### config.mk
export PLATFORM = sky130hd
export DESIGN_NAME = four_range_ammeter_averager
export DESIGN_NICKNAME = d
export VERILOG_FILES = /design/src/rtl/fraa_pkg.sv /design/src/rtl/four_range_ammeter_averager.sv /design/src/rtl/fraa_state.sv /design/src/rtl/fraa_scale.sv
export SDC_FILE = /design/constraint.sdc
export NUM_CORES = 1
export LEC_CHECK = 0
export BUFFER_PORTS_ARGS = -buffer_cell sky130_fd_sc_hd__buf_2
export CAP_MARGIN = 15
export CORE_MARGIN = 8
export CORE_UTILIZATION = 65
export CTS_CLUSTER_SIZE = 25
export DETAILED_ROUTE_END_ITERATION = 8
export GPL_ROUTABILITY_DRIVEN = 0
export GPL_TIMING_DRIVEN = 0
export HOLD_SLACK_MARGIN = 0.06
export PLACE_DENSITY = 0.8
export SLEW_MARGIN = 15
export SYNTH_ARGS = -nofsm -noshare
export SYNTH_HDL_FRONTEND = slang
export SYNTH_SLANG_ARGS = --single-unit
export TNS_END_PERCENT = 20
### constraint.sdc
create_clock -name clk_i -period 11.1 [get_ports clk_i]
set_input_delay 0.555 -clock clk_i [delete_from_list [all_inputs] [get_ports clk_i]]
set_output_delay 0.555 -clock clk_i [all_outputs]
set_load 0.01 [all_outputs]
### src/rtl/fraa_pkg.sv
package fraa_pkg;

  localparam int WINDOW_DEPTH = 8;
  localparam int PTR_W        = $clog2(WINDOW_DEPTH);
  localparam int SAMPLE_W     = 10;
  localparam int SUM_W        = SAMPLE_W + PTR_W;
  localparam int PROD_W       = 20;
  localparam int RECIP_SH     = PROD_W + 10;
  localparam int RECIP_W      = 27;
  localparam int QUOT_W       = PROD_W + RECIP_W - RECIP_SH;
  localparam int FIXED_W      = 10;
  localparam int WHOLE_W      = 6;
  localparam int HUND_W       = 7;
  localparam int RANGE_W      = 2;
  localparam int REQ_W        = 2;
  localparam int S_DATA_W     = 16;
  localparam int M_DATA_W     = 32;

  localparam logic [REQ_W-1:0] REQ_SAMPLE  = 2'd0;
  localparam logic [REQ_W-1:0] REQ_BUTTON  = 2'd1;
  localparam logic [REQ_W-1:0] REQ_MEASURE = 2'd2;

  localparam int Den0 = 254;
  localparam int Den1 = 17;
  localparam int Den2 = 819;
  localparam int Den3 = 427;

  localparam logic [SAMPLE_W-1:0] OFFSET_TAB [4] = '{10'd516, 10'd344, 10'd205, 10'd170};
  localparam logic [9:0]          NUM_TAB    [4] = '{10'd80, 10'd8, 10'd640, 10'd400};
  localparam logic [WHOLE_W-1:0]  LIMIT_TAB  [4] = '{6'd9, 6'd18, 6'd36, 6'd45};

  // ceil(2^RECIP_SH / den), exact floor division for products below 2^PROD_W
  localparam logic [RECIP_W-1:0] RECIP_TAB [4] = '{
    RECIP_W'(((2 ** RECIP_SH) + Den0 - 1) / Den0),
    RECIP_W'(((2 ** RECIP_SH) + Den1 - 1) / Den1),
    RECIP_W'(((2 ** RECIP_SH) + Den2 - 1) / Den2),
    RECIP_W'(((2 ** RECIP_SH) + Den3 - 1) / Den3)
  };

  typedef struct packed {
    logic take_sample;
    logic advance;
  } st_cmd_t;

  typedef struct packed {
    logic [FIXED_W-1:0] fixed;
    logic [WHOLE_W-1:0] whole;
    logic [HUND_W-1:0]  hund;
    logic [RANGE_W-1:0] rng;
    logic               over;
  } result_t;

  // nibble * 100 / 16
  function automatic logic [HUND_W-1:0] hund_f(input logic [3:0] n);
    logic [10:0] w;
    w = {1'b0, n, 6'b0} + {2'b0, n, 5'b0} + {5'b0, n, 2'b0};
    return w[10:4];
  endfunction

endpackage

### src/rtl/four_range_ammeter_averager.sv
// current meter front end with an 8-sample moving average and four ranges
// slave channel: one word per item; tuser carries the request kind
// (sample, button, measure), tdata carries the sample and the button level
// sample words update the ring and running sum, button words with level 1
// step the range 10A -> 20A -> 40A -> 50A -> 10A; neither gives a result
// a measure word gives one master word: amps in 6.4 fixed point, whole amps,
// hundredths, active range and an over-range flag
// pipeline: input register, product register, output register; a measure
// result passes through them in that order to the master side
// throughput is one word per cycle while the receiver keeps up, set by the
// state update and the one multiplier in each of the two scaling stages
// a stalled receiver holds the output word; sample and button words keep
// flowing, measure words fill the product and output registers and a third
// measure word then waits in the input register with tready low
// reset clears the ring, the sum, the pointer, the range (10A) and all valid
// flags; words are accepted from the first edge after reset release
module four_range_ammeter_averager (
  input  logic                           clk_i,
  input  logic                           rst_ni,
  input  logic                           s_axis_tvalid,
  output logic                           s_axis_tready,
  // [9:0] sample, [10] button_level
  input  logic [fraa_pkg::S_DATA_W-1:0]  s_axis_tdata,
  // [1:0] req_type
  input  logic [fraa_pkg::REQ_W-1:0]     s_axis_tuser,
  output logic                           m_axis_tvalid,
  input  logic                           m_axis_tready,
  // [9:0] amps_fixed, [15:10] amps_whole, [22:16] amps_hundredths,
  // [24:23] range_index, [25] over_range
  output logic [fraa_pkg::M_DATA_W-1:0]  m_axis_tdata
);
  import fraa_pkg::*;

  logic                in_vld_q;
  logic [REQ_W-1:0]    in_req_q;
  logic [SAMPLE_W-1:0] in_smp_q;
  logic                in_lvl_q;
  logic                mid_vld_q;
  logic                out_vld_q;
  result_t             out_res_q;
  result_t             res;
  st_cmd_t             cmd;
  logic [SUM_W-1:0]    sum;
  logic [RANGE_W-1:0]  rng;
  logic                out_free, mid_free, in_fire, in_take, mid_load;

  always_comb begin
    out_free = !out_vld_q || m_axis_tready;
    mid_free = !mid_vld_q || out_free;
    in_fire  = in_vld_q && ((in_req_q != REQ_MEASURE) || mid_free);
    mid_load = in_fire && (in_req_q == REQ_MEASURE);
    in_take  = s_axis_tvalid && s_axis_tready;
    cmd.take_sample = in_fire && (in_req_q == REQ_SAMPLE);
    cmd.advance     = in_fire && (in_req_q == REQ_BUTTON) && in_lvl_q;
  end

  assign s_axis_tready = !in_vld_q || in_fire;

  always_ff @(posedge clk_i or negedge rst_ni) begin
    if (!rst_ni) begin
      in_vld_q  <= 1'b0;
      mid_vld_q <= 1'b0;
      out_vld_q <= 1'b0;
    end else begin
      if (s_axis_tready) in_vld_q <= s_axis_tvalid;
      if (mid_free) mid_vld_q <= mid_load;
      if (out_free) out_vld_q <= mid_vld_q;
    end
  end

  always_ff @(posedge clk_i) begin
    if (in_take) begin
      in_req_q <= s_axis_tuser;
      in_smp_q <= s_axis_tdata[SAMPLE_W-1:0];
      in_lvl_q <= s_axis_tdata[SAMPLE_W];
    end
    if (out_free && mid_vld_q) begin
      out_res_q <= res;
    end
  end

  fraa_state u_state (
    .clk_i    (clk_i),
    .rst_ni   (rst_ni),
    .cmd_i    (cmd),
    .sample_i (in_smp_q),
    .sum_o    (sum),
    .range_o  (rng)
  );

  fraa_scale u_scale (
    .clk_i   (clk_i),
    .load_i  (mid_load),
    .sum_i   (sum),
    .range_i (rng),
    .res_o   (res)
  );

  assign m_axis_tvalid = out_vld_q;
  assign m_axis_tdata  = {6'b0, out_res_q.over, out_res_q.rng, out_res_q.hund,
                          out_res_q.whole, out_res_q.fixed};

endmodule

### src/rtl/fraa_state.sv
module fraa_state (
  input  logic                      clk_i,
  input  logic                      rst_ni,
  input  fraa_pkg::st_cmd_t         cmd_i,
  input  logic [fraa_pkg::SAMPLE_W-1:0] sample_i,
  output logic [fraa_pkg::SUM_W-1:0]    sum_o,
  output logic [fraa_pkg::RANGE_W-1:0]  range_o
);
  import fraa_pkg::*;

  logic [SAMPLE_W-1:0] ring_q [WINDOW_DEPTH];
  logic [PTR_W-1:0]    ptr_q, ptr_d;
  logic [SUM_W-1:0]    sum_q, sum_d;
  logic [RANGE_W-1:0]  range_q;

  always_comb begin
    sum_d = sum_q - SUM_W'(ring_q[ptr_q]) + SUM_W'(sample_i);
    if (ptr_q == PTR_W'(WINDOW_DEPTH - 1)) begin
      ptr_d = '0;
    end else begin
      ptr_d = ptr_q + PTR_W'(1);
    end
  end

  always_ff @(posedge clk_i or negedge rst_ni) begin
    if (!rst_ni) begin
      for (int k = 0; k < WINDOW_DEPTH; k++) ring_q[k] <= '0;
      ptr_q   <= '0;
      sum_q   <= '0;
      range_q <= '0;
    end else begin
      if (cmd_i.take_sample) begin
        ring_q[ptr_q] <= sample_i;
        ptr_q         <= ptr_d;
        sum_q         <= sum_d;
      end
      if (cmd_i.advance) begin
        range_q <= range_q + RANGE_W'(1);
      end
    end
  end

  assign sum_o   = sum_q;
  assign range_o = range_q;

endmodule

### src/rtl/fraa_scale.sv
module fraa_scale (
  input  logic                         clk_i,
  input  logic                         load_i,
  input  logic [fraa_pkg::SUM_W-1:0]   sum_i,
  input  logic [fraa_pkg::RANGE_W-1:0] range_i,
  output fraa_pkg::result_t            res_o
);
  import fraa_pkg::*;

  logic [SAMPLE_W-1:0]        avg;
  logic [SAMPLE_W-1:0]        above;
  logic [PROD_W-1:0]          prod_d, prod_q;
  logic [RANGE_W-1:0]         rng_q;
  logic [PROD_W+RECIP_W-1:0]  wide;
  logic [QUOT_W-1:0]          quot;
  logic [FIXED_W-1:0]         fixed;

  // offset removal saturates at zero
  always_comb begin
    avg    = SAMPLE_W'(sum_i / WINDOW_DEPTH);
    above  = (avg > OFFSET_TAB[range_i]) ? (avg - OFFSET_TAB[range_i]) : '0;
    prod_d = PROD_W'(above * NUM_TAB[range_i]);
  end

  always_ff @(posedge clk_i) begin
    if (load_i) begin
      prod_q <= prod_d;
      rng_q  <= range_i;
    end
  end

  always_comb begin
    wide  = PROD_W'(0) + (PROD_W + RECIP_W)'(prod_q) * (PROD_W + RECIP_W)'(RECIP_TAB[rng_q]);
    quot  = wide[PROD_W+RECIP_W-1:RECIP_SH];
    fixed = (quot > QUOT_W'(2 ** FIXED_W - 1)) ? '1 : quot[FIXED_W-1:0];
    res_o.fixed = fixed;
    res_o.whole = fixed[FIXED_W-1:4];
    res_o.hund  = hund_f(fixed[3:0]);
    res_o.rng   = rng_q;
    res_o.over  = (fixed[FIXED_W-1:4] >= LIMIT_TAB[rng_q]);
  end

endmodule
* Word level (Yosys, flattened, before mapping)
Cells that the tools add are included.
** Word-level totals
- Logic and storage cells :: 84
- Output and inout port bits :: 34
- Flip-flop bits (word level) :: 162
- Input port bits :: 22
** Operators by class
- Order comparisons :: 7
- Add/subtract/negate cells :: 7
- Bitwise operators :: 3
- Multipliers :: 2
- Reductions and logical operators :: 16
- Equal/unequal tests :: 4
- Multiplexer cells :: 21
** Operator list (number)
- 2-to-1 mux 10 bit :: 9
- bitwise mux 80 bit :: 1
- binary-select mux 27 bit (select 2 bit) :: 1
- 2-to-1 mux 27 bit :: 2
- multiplier 20 x 27 -> 47 bit :: 1
- binary-select mux 10 bit (select 2 bit) :: 2
- binary-select mux 10 bit (select 3 bit) :: 1
- demux 10 bit (select 3 bit) :: 1
- multiplier 10 x 10 -> 20 bit :: 1
- > comparator 17 x 10 -> 1 bit (second input constant) :: 1
- adder 13 x 10 -> 13 bit :: 1
- subtractor 13 x 10 -> 13 bit :: 1
- binary-select mux 6 bit (select 2 bit) :: 1
- 2-to-1 mux 6 bit :: 2
- adder 10 x 9 -> 11 bit :: 1
- adder 11 x 6 -> 11 bit :: 1
- > comparator 10 bit :: 1
- subtractor 10 bit :: 1
- logical AND 1 bit :: 8
- greater-or-equal comparator 3 bit (second input constant) :: 2
- greater-or-equal comparator 6 bit :: 1
- NOT 2 -> 3 bit :: 2
- greater-or-equal comparator 4 bit (second input constant) :: 1
- logical OR 1 bit :: 4
- other kinds (11) :: 13

* Logic depth before layout (Yosys ltp)
Gate-level depths: netlist of run 1.
- Word-level depth :: 9
- Depth in mapped cells :: 37
- Gate-level depth less buffers :: 33

* By module
Synthesis of run 1 repeated with hierarchy kept, for this count alone.
** Second synthesis, totals
- Cell total of the unflattened synthesis :: 2387
- Area total of the unflattened synthesis :: 23845.4 um^2
** By module, submodules not included
- fraa_scale :: area an instance 17214.0 um^2, instances 1, cells an instance 1848
- fraa_state :: area an instance 5225.0 um^2, instances 1, cells an instance 478
- four_range_ammeter_averager :: area an instance 1406.3 um^2, instances 1, cells an instance 61

* Worst setup path before layout of run 1
Ideal clock, no wire load.
- Path type :: register -> register
- Start :: register u_scale.rng_q[1]
- End :: register out_res_q, in the netlist m_axis_tdata[21], data pin
- Arrival :: 8636 ps
- Setup time :: 263 ps
- Cell stages (with the launch flop) :: 34
- Path buffers :: 3
- Slack :: 2202 ps
- Data required time :: 10837 ps
- Cells stage by stage :: edfxtp_1 -> inv_1 -> clkbuf_1 -> ha_1 -> clkbuf_1 -> nand2_1 -> inv_1 -> fa_1 -> fa_1 -> inv_1 -> fa_1 -> inv_1 -> fa_1 -> inv_1 -> fa_1 -> inv_1 -> fa_1 -> ha_1 -> ha_1 -> and4_4 -> and3_1 -> and4_1 -> nor3_1 -> o21ai_0 -> or3_1 -> a2111oi_4 -> and2_1 -> buf_6 -> nand2_1 -> ha_1 -> fa_1 -> a21o_1 -> a21oi_1 -> xnor2_1
** RTL lines
- start, declared :: line fraa_scale.sv:13 : logic [RANGE_W-1:0] rng_q;
- start signal, assigned :: line fraa_scale.sv:28 : rng_q <= range_i;
- end signal, assigned :: line four_range_ammeter_averager.sv:78 : out_res_q <= res;
- end, declared :: line four_range_ammeter_averager.sv:40 : result_t out_res_q;

==> out/qor.json, run 1 <==
{
  "worst_setup_path": {
    "arrival_ns": 11.02,
    "critPathLaunchType": "flop",
    "cp_slowest_stage_delay_ns": 0.80,
    "regToRegSetupSlack_ns": 0.28,
    "crit_path_start": "u_scale.rng_q[1]",
    "worst_path_max_delay_cell": "sky130_fd_sc_hd__edfxtp_1",
    "r2r.worst_path.cells": 30,
    "critical_path_class": "reg -> reg",
    "worst_r2r_startpoint": "u_scale.rng_q[1]",
    "timing.rr.end": "m_axis_tdata[21]",
    "critical-path-top-cell-by-count": "sky130_fd_sc_hd__fa_1",
    "element_type_at_the_critical_path_end": "flop",
    "critPathRequiredTime_ns": 11.29,
    "worst-path-max-fanout": 13
  },
  "synth": {
    "number_of_unique_standard_cell_types_used_by_synthesis": 78,
    "synth_instances": 2358,
    "synth.ff_latch_count": 152,
    "area_of_the_mapped_netlist_sq_um": 23100,
    "seq_area_frac_synth_pct": 17.5,
    "synthFlopType": "sky130_fd_sc_hd__dfrtp_1",
    "synthesis.yosys.warnings": 0,
    "syn_area_per_cell_sq_um": 9.81,
    "postSynth.asyncResetShare_pct": 66.4,
    "synth-edff-count": 51
  },
  "finish": {
    "post_route_cells_drive_above_1_share_pct": 6.56,
    "antenna-diode-count": 0,
    "layout.nets": 3140,
    "layout_common_cells": "sky130_fd_sc_hd__inv_1 (551), sky130_fd_sc_hd__fa_1 (354), sky130_fd_sc_hd__ha_1 (337), sky130_fd_sc_hd__nand2_1 (215), sky130_fd_sc_hd__o21ai_0 (106)",
    "area_added_between_synthesis_and_finish_pct": 6.49,
    "mostFrequentLayoutCell": "sky130_fd_sc_hd__inv_1",
    "layout.filler_cells": 2544
  },
  "drt": {
    "detail_route.vias_per_cell": 5.96,
    "maxUsedRoutingLayer": "met5",
    "routed-wl-met2_mm": 28.4,
    "drtAntennaViolNets": 0,
    "met3_wl_mm": 5.17,
    "per_cell_routed_wire_length_um": 20.3,
    "count_of_tritonroute_iterations_in_the_first_routing_pass": 5,
    "num_vias": 17283,
    "routed_wl_mm": 58.8,
    "drt_iter0_markers": 1550,
    "drcViolationCount": 0,
    "wl_met1_mm": 21.8
  },
  "cts": {
    "post-cts-setup-buffer-count": 0,
    "holdBufCountCts": 0,
    "clkSlewWorstSetupHoldPaths_ns": 0.08,
    "clk_root_buffer_cell": "sky130_fd_sc_hd__clkbuf_16",
    "htreeDepth": 4,
    "max-clock-path-buffers": 2,
    "cts_buffers": 17,
    "clock_sink_count": 152,
    "clock_latency_ns": 0.44,
    "cts_tree": "yes"
  },
  "outcome": {
    "status": "completed"
  },
  "sta": {
    "setup_viol_count_final": 0,
    "worst-slew-pin-transition_ns": 1.09,
    "fmaxAchievable_mhz": 92.4,
    "finalHoldViolCount": 0,
    "post-route-period-util_pct": 97.5,
    "timing.final.max_slew_violations": 0,
    "slew-limit-headroom_pct": 27.3,
    "skew_ns": 0.0218,
    "period_minus_slack_ns": 10.82,
    "setup_repair_after_global_routing_missed_its_margin": "no",
    "final.hold.worst_slack_ns": 0.0527
  },
  "floorplanning": {
    "core_area_sq_um": 35300,
    "top_level_ports": 56,
    "die_y_um": 205,
    "initial_core_util_pct": 65.5,
    "chipWidth_um": 205,
    "area_of_the_die_sq_um": 41900,
    "rows": 69
  },
  "place": {
    "portBuffers": 44,
    "dp_hpwl_mm": 48.4
  },
  "grt": {
    "global_route_wire_length_before_repair_mm": 95.1,
    "antenna_found_initial": 1,
    "pin_count_of_the_biggest_net_entering_global_routing": 54,
    "number_of_global_route_vias_before_repair": 18573,
    "overflow": 0,
    "overall_fraction_of_global_route_tracks_in_use_pct": 29.0
  },
  "hold_path": {
    "class_of_the_tightest_hold_or_removal_check": "in -> async"
  },
  "job": {
    "cap_violations": 0
  }
}
## cells by family (layout without fill, tap and decap cells)
kind of cell / after synthesis / count (layout) / synth area share (%)
adder cells (fa/ha/maj): 691 / 691 / 48.9
buffers and inverters: 630 / 707 / 10.6
AND/OR/NAND/NOR: 505 / 505 / 10.8
AO/OA/AOI/OAI: 281 / 281 / 7.78
flip-flops: 152 / 152 / 17.5
XOR/XNOR: 51 / 51 / 1.93
multiplexers: 47 / 47 / 2.48
other: 1 / 6 / 0.0162
## registers in the layout, summed over array words and instances (netlist names), 2 cells and up
register         cells
in_smp_q            10
u_state.sum_o       13
in_req_q             2
u_state.ptr_q        3
u_state.ring_q      80
u_scale.prod_q      17
m_axis_tdata        19
u_state.range_o      2
u_scale.rng_q        2
## stage by stage
step / area (sq um) / utilization, % / setup TNS (ns) / setup slack [ns] / std cells
2_1_floorplan: 23200 / - / 0 / 2.20 / 2363
3_3_place_gp: 23900 / 67.8 / -0.0374 / -0.0374 / 2868
3_5_place_dp: 24000 / 68.0 / -0.677 / -0.295 / 2870
4_1_cts: 24600 / 69.8 / 0 / 0.0354 / 2902
5_1_grt: 24600 / 69.8 / 0 / 0.0117 / 2901
6_report: 24600 / 69.8 / 0 / 0.275 / 2901
## critical path: cells and delay by family, from the launching register on
family / cells / cell delay (ns)
xor+xnor: 1 / 0.09
buf+inv: 6 / 1.30
simple gates: 5 / 1.71
flops: 1 / 0.80
compound gates: 6 / 1.56
fa+ha+maj: 11 / 4.98
mux: 1 / 0.14
## area by class of cell
type	instances	area [sq um]	share of cell area (%)
Clock inverter	15	198	0.803
Clock buffer	17	425	1.73
Multi-Input combinational cell	1581	16700	67.6
Tap cell	461	577	2.34
Sequential cell	152	4060	16.5
Buffer	74	358	1.45
Timing Repair Buffer	46	265	1.08
Inverter	555	2090	8.48
## cells in the mapped netlist, types with 26 or more instances
cell type,n,area (sq um)
sky130_fd_sc_hd__xnor2_1,34,298
sky130_fd_sc_hd__ha_1,337,4220
sky130_fd_sc_hd__and2_1,64,400
sky130_fd_sc_hd__nor2b_1,44,275
sky130_fd_sc_hd__a21oi_1,54,270
sky130_fd_sc_hd__clkbuf_1,51,191
sky130_fd_sc_hd__inv_1,552,2070
sky130_fd_sc_hd__mux2_2,32,360
sky130_fd_sc_hd__dfrtp_1,101,2530
sky130_fd_sc_hd__nor4_1,26,163
sky130_fd_sc_hd__nor2_1,42,158
sky130_fd_sc_hd__fa_1,354,7090
sky130_fd_sc_hd__edfxtp_1,51,1530
sky130_fd_sc_hd__nand2_1,215,807
sky130_fd_sc_hd__o21ai_0,107,536
## layer usage
layer  global-route usage, %  vias up
met4                    15.0        2
li1                        -     7614
met2                    48.8      924
met1                    34.7     8516
met5                       0        -
met3                    6.56      227
## what timing repair did
| item | CTS | global route |
|---|---|---|
| resized for setup | 4 | 4 |
| endpoints found under the setup margin | 5 | 6 |
| hold endpoints to repair | 0 | 0 |
## worst max path at each step
stage | to | slack [ns]
final | m_axis_tdata[21] | 0.28
after global routing | m_axis_tdata[21] | 0.01
after CTS | m_axis_tdata[21] | 0.04
after detailed placement | m_axis_tdata[21] | -0.30
after global placement | m_axis_tdata[21] | -0.04
after floorplan | m_axis_tdata[21] | 2.20
Power of run 1 is left out: the tool's default activity adds up to more than one toggle a clock period on the data nets, which glitch-free logic cannot reach.
==> run 2, diff against run 1 <==
RECOVER_POWER = 100   (was unset)
==> run 2 against run 1 <==
The flow now finishes with violations (capacitance limit, slew limit). Die area is the same. Sequential share of layout area is essentially flat. Worst setup slack improved by 0.014 ns. Critical path depth did not move. Count of clock-buffer cells in the layout unchanged. Final cell count about the same. First-iteration DRC count rose by 2.2%. Via count decreased by 0.50%.
==> out/qor.json, run 2 (synthesized netlist as in run 1, its figures left out) <==
{
  "outcome": {
    "status": {"value": "finished with violations", "change": "was completed"},
    "violations": "capacitance limit, slew limit"
  },
  "drt": {
    "drtAntennaViolNets": {"value": 0, "change": "unchanged"},
    "count_of_tritonroute_iterations_in_the_first_routing_pass": {"value": 6, "change": "was 5"},
    "num_vias": {"value": 17197, "change": "was 17283"},
    "detail_route.vias_per_cell": {"value": 5.93, "change": "was 5.96"},
    "routed_wl": {"value": 58.9, "unit": "mm", "change": "was 58.8 mm"},
    "per_cell_routed_wire_length": {"value": 20.3, "unit": "um", "change": "about the same"},
    "drt_iter0_markers": {"value": 1584, "change": "was 1550"},
    "drcViolationCount": {"value": 0, "change": "unchanged"}
  },
  "cts": {
    "cts_tree": {"value": "yes", "change": "unchanged"},
    "clock_latency": {"value": 0.44, "unit": "ns", "change": "about the same"},
    "max-clock-path-buffers": {"value": 2, "change": "unchanged"},
    "cts_buffers": {"value": 17, "change": "unchanged"},
    "clkSlewWorstSetupHoldPaths": {"value": 0.09, "unit": "ns", "change": "was 0.08 ns"},
    "htreeDepth": {"value": 4, "change": "unchanged"},
    "holdBufCountCts": {"value": 0, "change": "unchanged"},
    "clock_sink_count": {"value": 152, "change": "unchanged"},
    "clk_root_buffer_cell": {"value": "sky130_fd_sc_hd__clkbuf_16", "change": "unchanged"}
  },
  "worst_setup_path": {
    "worst-path-max-fanout": {"value": 13, "change": "unchanged"},
    "element_type_at_the_critical_path_end": {"value": "flop", "change": "unchanged"},
    "crit_path_start": {"value": "u_scale.rng_q[1]", "change": "unchanged"},
    "critPathRequiredTime": {"value": 11.30, "unit": "ns", "change": "was 11.29 ns"},
    "cp_slowest_stage_delay": {"value": 0.80, "unit": "ns", "change": "about the same"},
    "critical_path_class": {"value": "reg -> reg", "change": "unchanged"},
    "worst_r2r_startpoint": {"value": "u_scale.rng_q[1]", "change": "unchanged"},
    "arrival": {"value": 11.01, "unit": "ns", "change": "was 11.02 ns"},
    "critPathLaunchType": {"value": "flop", "change": "unchanged"},
    "critical-path-top-cell-by-count": {"value": "sky130_fd_sc_hd__fa_1", "change": "unchanged"},
    "worst_path_max_delay_cell": {"value": "sky130_fd_sc_hd__edfxtp_1", "change": "unchanged"}
  },
  "grt": {
    "overall_fraction_of_global_route_tracks_in_use": {"value": 29.0, "unit": "%", "change": "unchanged"},
    "global_route_wire_length_before_repair": {"value": 95.1, "unit": "mm", "change": "unchanged"},
    "number_of_global_route_vias_before_repair": {"value": 18573, "change": "unchanged"},
    "antenna_found_initial": {"value": 1, "change": "unchanged"},
    "pin_count_of_the_biggest_net_entering_global_routing": {"value": 54, "change": "unchanged"},
    "overflow": {"value": 0, "change": "unchanged"}
  },
  "finish": {
    "layout.filler_cells": {"value": 2558, "change": "was 2544"},
    "layout_common_cells": {"value": "sky130_fd_sc_hd__inv_1 (551), sky130_fd_sc_hd__fa_1 (354), sky130_fd_sc_hd__ha_1 (337), sky130_fd_sc_hd__nand2_1 (215), sky130_fd_sc_hd__o21ai_0 (106)", "change": "unchanged"},
    "final_design_area_no_fill": {"value": 24600, "unit": "sq um", "change": "about the same"},
    "number_of_flip_flops_under_the_largest_register_name": {"value": 80, "change": "unchanged"},
    "final_core_util": {"value": 69.6, "unit": "%", "change": "was 69.8%"},
    "multi_input_comb_area": {"value": 16700, "unit": "sq um", "change": "about the same"},
    "largest_register": {"value": "u_state.ring_q", "change": "unchanged"},
    "post_route_cells_drive_above_1_share": {"value": 5.41, "unit": "%", "change": "was 6.56%"},
    "final-seq-area": {"value": 4060, "unit": "sq um", "change": "unchanged"},
    "area_added_between_synthesis_and_finish": {"value": 6.18, "unit": "%", "change": "was 6.49%"},
    "layout.nets": {"value": 3140, "change": "unchanged"},
    "mostFrequentLayoutCell": {"value": "sky130_fd_sc_hd__inv_1", "change": "unchanged"}
  },
  "floorplanning": {
    "die_y": {"value": 205, "unit": "um", "change": "unchanged"},
    "core_area": {"value": 35300, "unit": "sq um", "change": "unchanged"},
    "top_level_ports": {"value": 56, "change": "unchanged"},
    "initial_core_util": {"value": 65.5, "unit": "%", "change": "unchanged"},
    "area_of_the_die": {"value": 41900, "unit": "sq um", "change": "unchanged"},
    "chipWidth": {"value": 205, "unit": "um", "change": "unchanged"},
    "rows": {"value": 69, "change": "unchanged"}
  },
  "place": {
    "portBuffers": {"value": 44, "change": "unchanged"},
    "placed_area": {"value": 24000, "unit": "sq um", "change": "unchanged"},
    "dp_hpwl": {"value": 48.4, "unit": "mm", "change": "unchanged"}
  },
  "sta": {
    "slew-limit-headroom": {"value": -88.4, "unit": "%", "change": "was 27.3%"},
    "timing.final.max_slew_violations": {"value": 124, "change": "was 0"},
    "setup_viol_count_final": {"value": 0, "change": "unchanged"},
    "period_minus_slack": {"value": 10.81, "unit": "ns", "change": "was 10.82 ns"},
    "setup_repair_after_global_routing_missed_its_margin": {"value": "no", "change": "unchanged"},
    "skew": {"value": 0.0239, "unit": "ns", "change": "was 0.0218 ns"},
    "finalHoldViolCount": {"value": 0, "change": "unchanged"},
    "fmaxAchievable": {"value": 92.5, "unit": "MHz", "change": "was 92.4 MHz"},
    "post-route-period-util": {"value": 97.4, "unit": "%", "change": "was 97.5%"},
    "worst-slew-pin-transition": {"value": 2.83, "unit": "ns", "change": "was 1.09 ns"}
  },
  "job": {
    "cap_violations": {"value": 3, "change": "was 0"}
  },
  "hold_path": {
    "hp-start": "s_axis_tdata[6]",
    "class_of_the_tightest_hold_or_removal_check": {"value": "in -> reg", "change": "was in -> async"}
  }
}
[run 2: cell types whose count changed in the layout (fill, tap and decap cells not counted), moves of 2 or more]
cell,before,now
sky130_fd_sc_hd__buf_6,5,3
sky130_fd_sc_hd__buf_4,14,9
sky130_fd_sc_hd__nor2b_2,2,0
sky130_fd_sc_hd__buf_2,44,21
sky130_fd_sc_hd__clkbuf_1,47,77
sky130_fd_sc_hd__nor2b_1,42,44
sky130_fd_sc_hd__clkbuf_4,0,5
sky130_fd_sc_hd__buf_1,6,2
[run 2: final timing paths]
path                                            to  slack (ns)  cells after the start
worst min register to register  u_state.ring_q[77]        0.49                      2
max in group asynchronous       u_state.range_o[0]        6.51                      2
worst max register to register    m_axis_tdata[21]        0.29                     30
worst min-delay path                   in_smp_q[6]        0.28                      1
worst max-delay path              m_axis_tdata[21]        0.29                     30
min in group asynchronous        u_state.ring_q[4]        1.01                      1
[run 2: stage by stage]
| step | setup WS, ns | setup TNS [ns] | hold slack [ns] | instances |
|---|---|---|---|---|
| after global routing | 0.0117 | 0 | 0.262 | 2901 |
| after CTS | 0.0354 | 0 | 0.0748 | 2902 |
| after floorplan | 2.20 | 0 | 0.259 | 2363 |
| final | 0.289 | 0 | 0.277 | 2902 |
| after detailed placement | -0.295 | -0.677 | 0.469 | 2870 |
| after global placement | -0.0374 | -0.0374 | 0.456 | 2868 |
[run 2: repair_timing]
| item | in CTS | in global routing |
|---|---|---|
| gates resized for setup | 4 | 4 |
| setup buffers | 0 | 0 |
| endpoints found under the setup margin | 5 | 6 |
[run 2: layer usage]
layer,global-route usage (%),share of wire [%]
met1,34.7,37
met2,48.8,49
met3,6.56,8.7
met4,15.0,5.5
met5,0,0.022
[run 2: area by class of cell]
| cell class | instances | area share, % |
|---|---|---|
| Antenna cell | 1 | 0.0102 |
| Buffer | 74 | 1.46 |
| Clock buffer | 17 | 1.73 |
| Clock inverter | 15 | 0.805 |
| Inverter | 555 | 8.50 |
| Multi-Input combinational cell | 1581 | 67.8 |
| Sequential cell | 152 | 16.5 |
| Tap cell | 461 | 2.35 |
| Timing Repair Buffer | 46 | 0.805 |
[run 2: worst max-delay path: cells and delay by family, from the launching register on]
| family | cells | cell delay (ns) |
|---|---|---|
| simple gates | 5 | 1.69 |
| fa+ha+maj | 11 | 4.99 |
| flops | 1 | 0.80 |
| buf+inv | 6 | 1.30 |
| mux | 1 | 0.13 |
| xor+xnor | 1 | 0.09 |
| compound gates | 6 | 1.55 |
Power of run 2 is left out for the same reason.
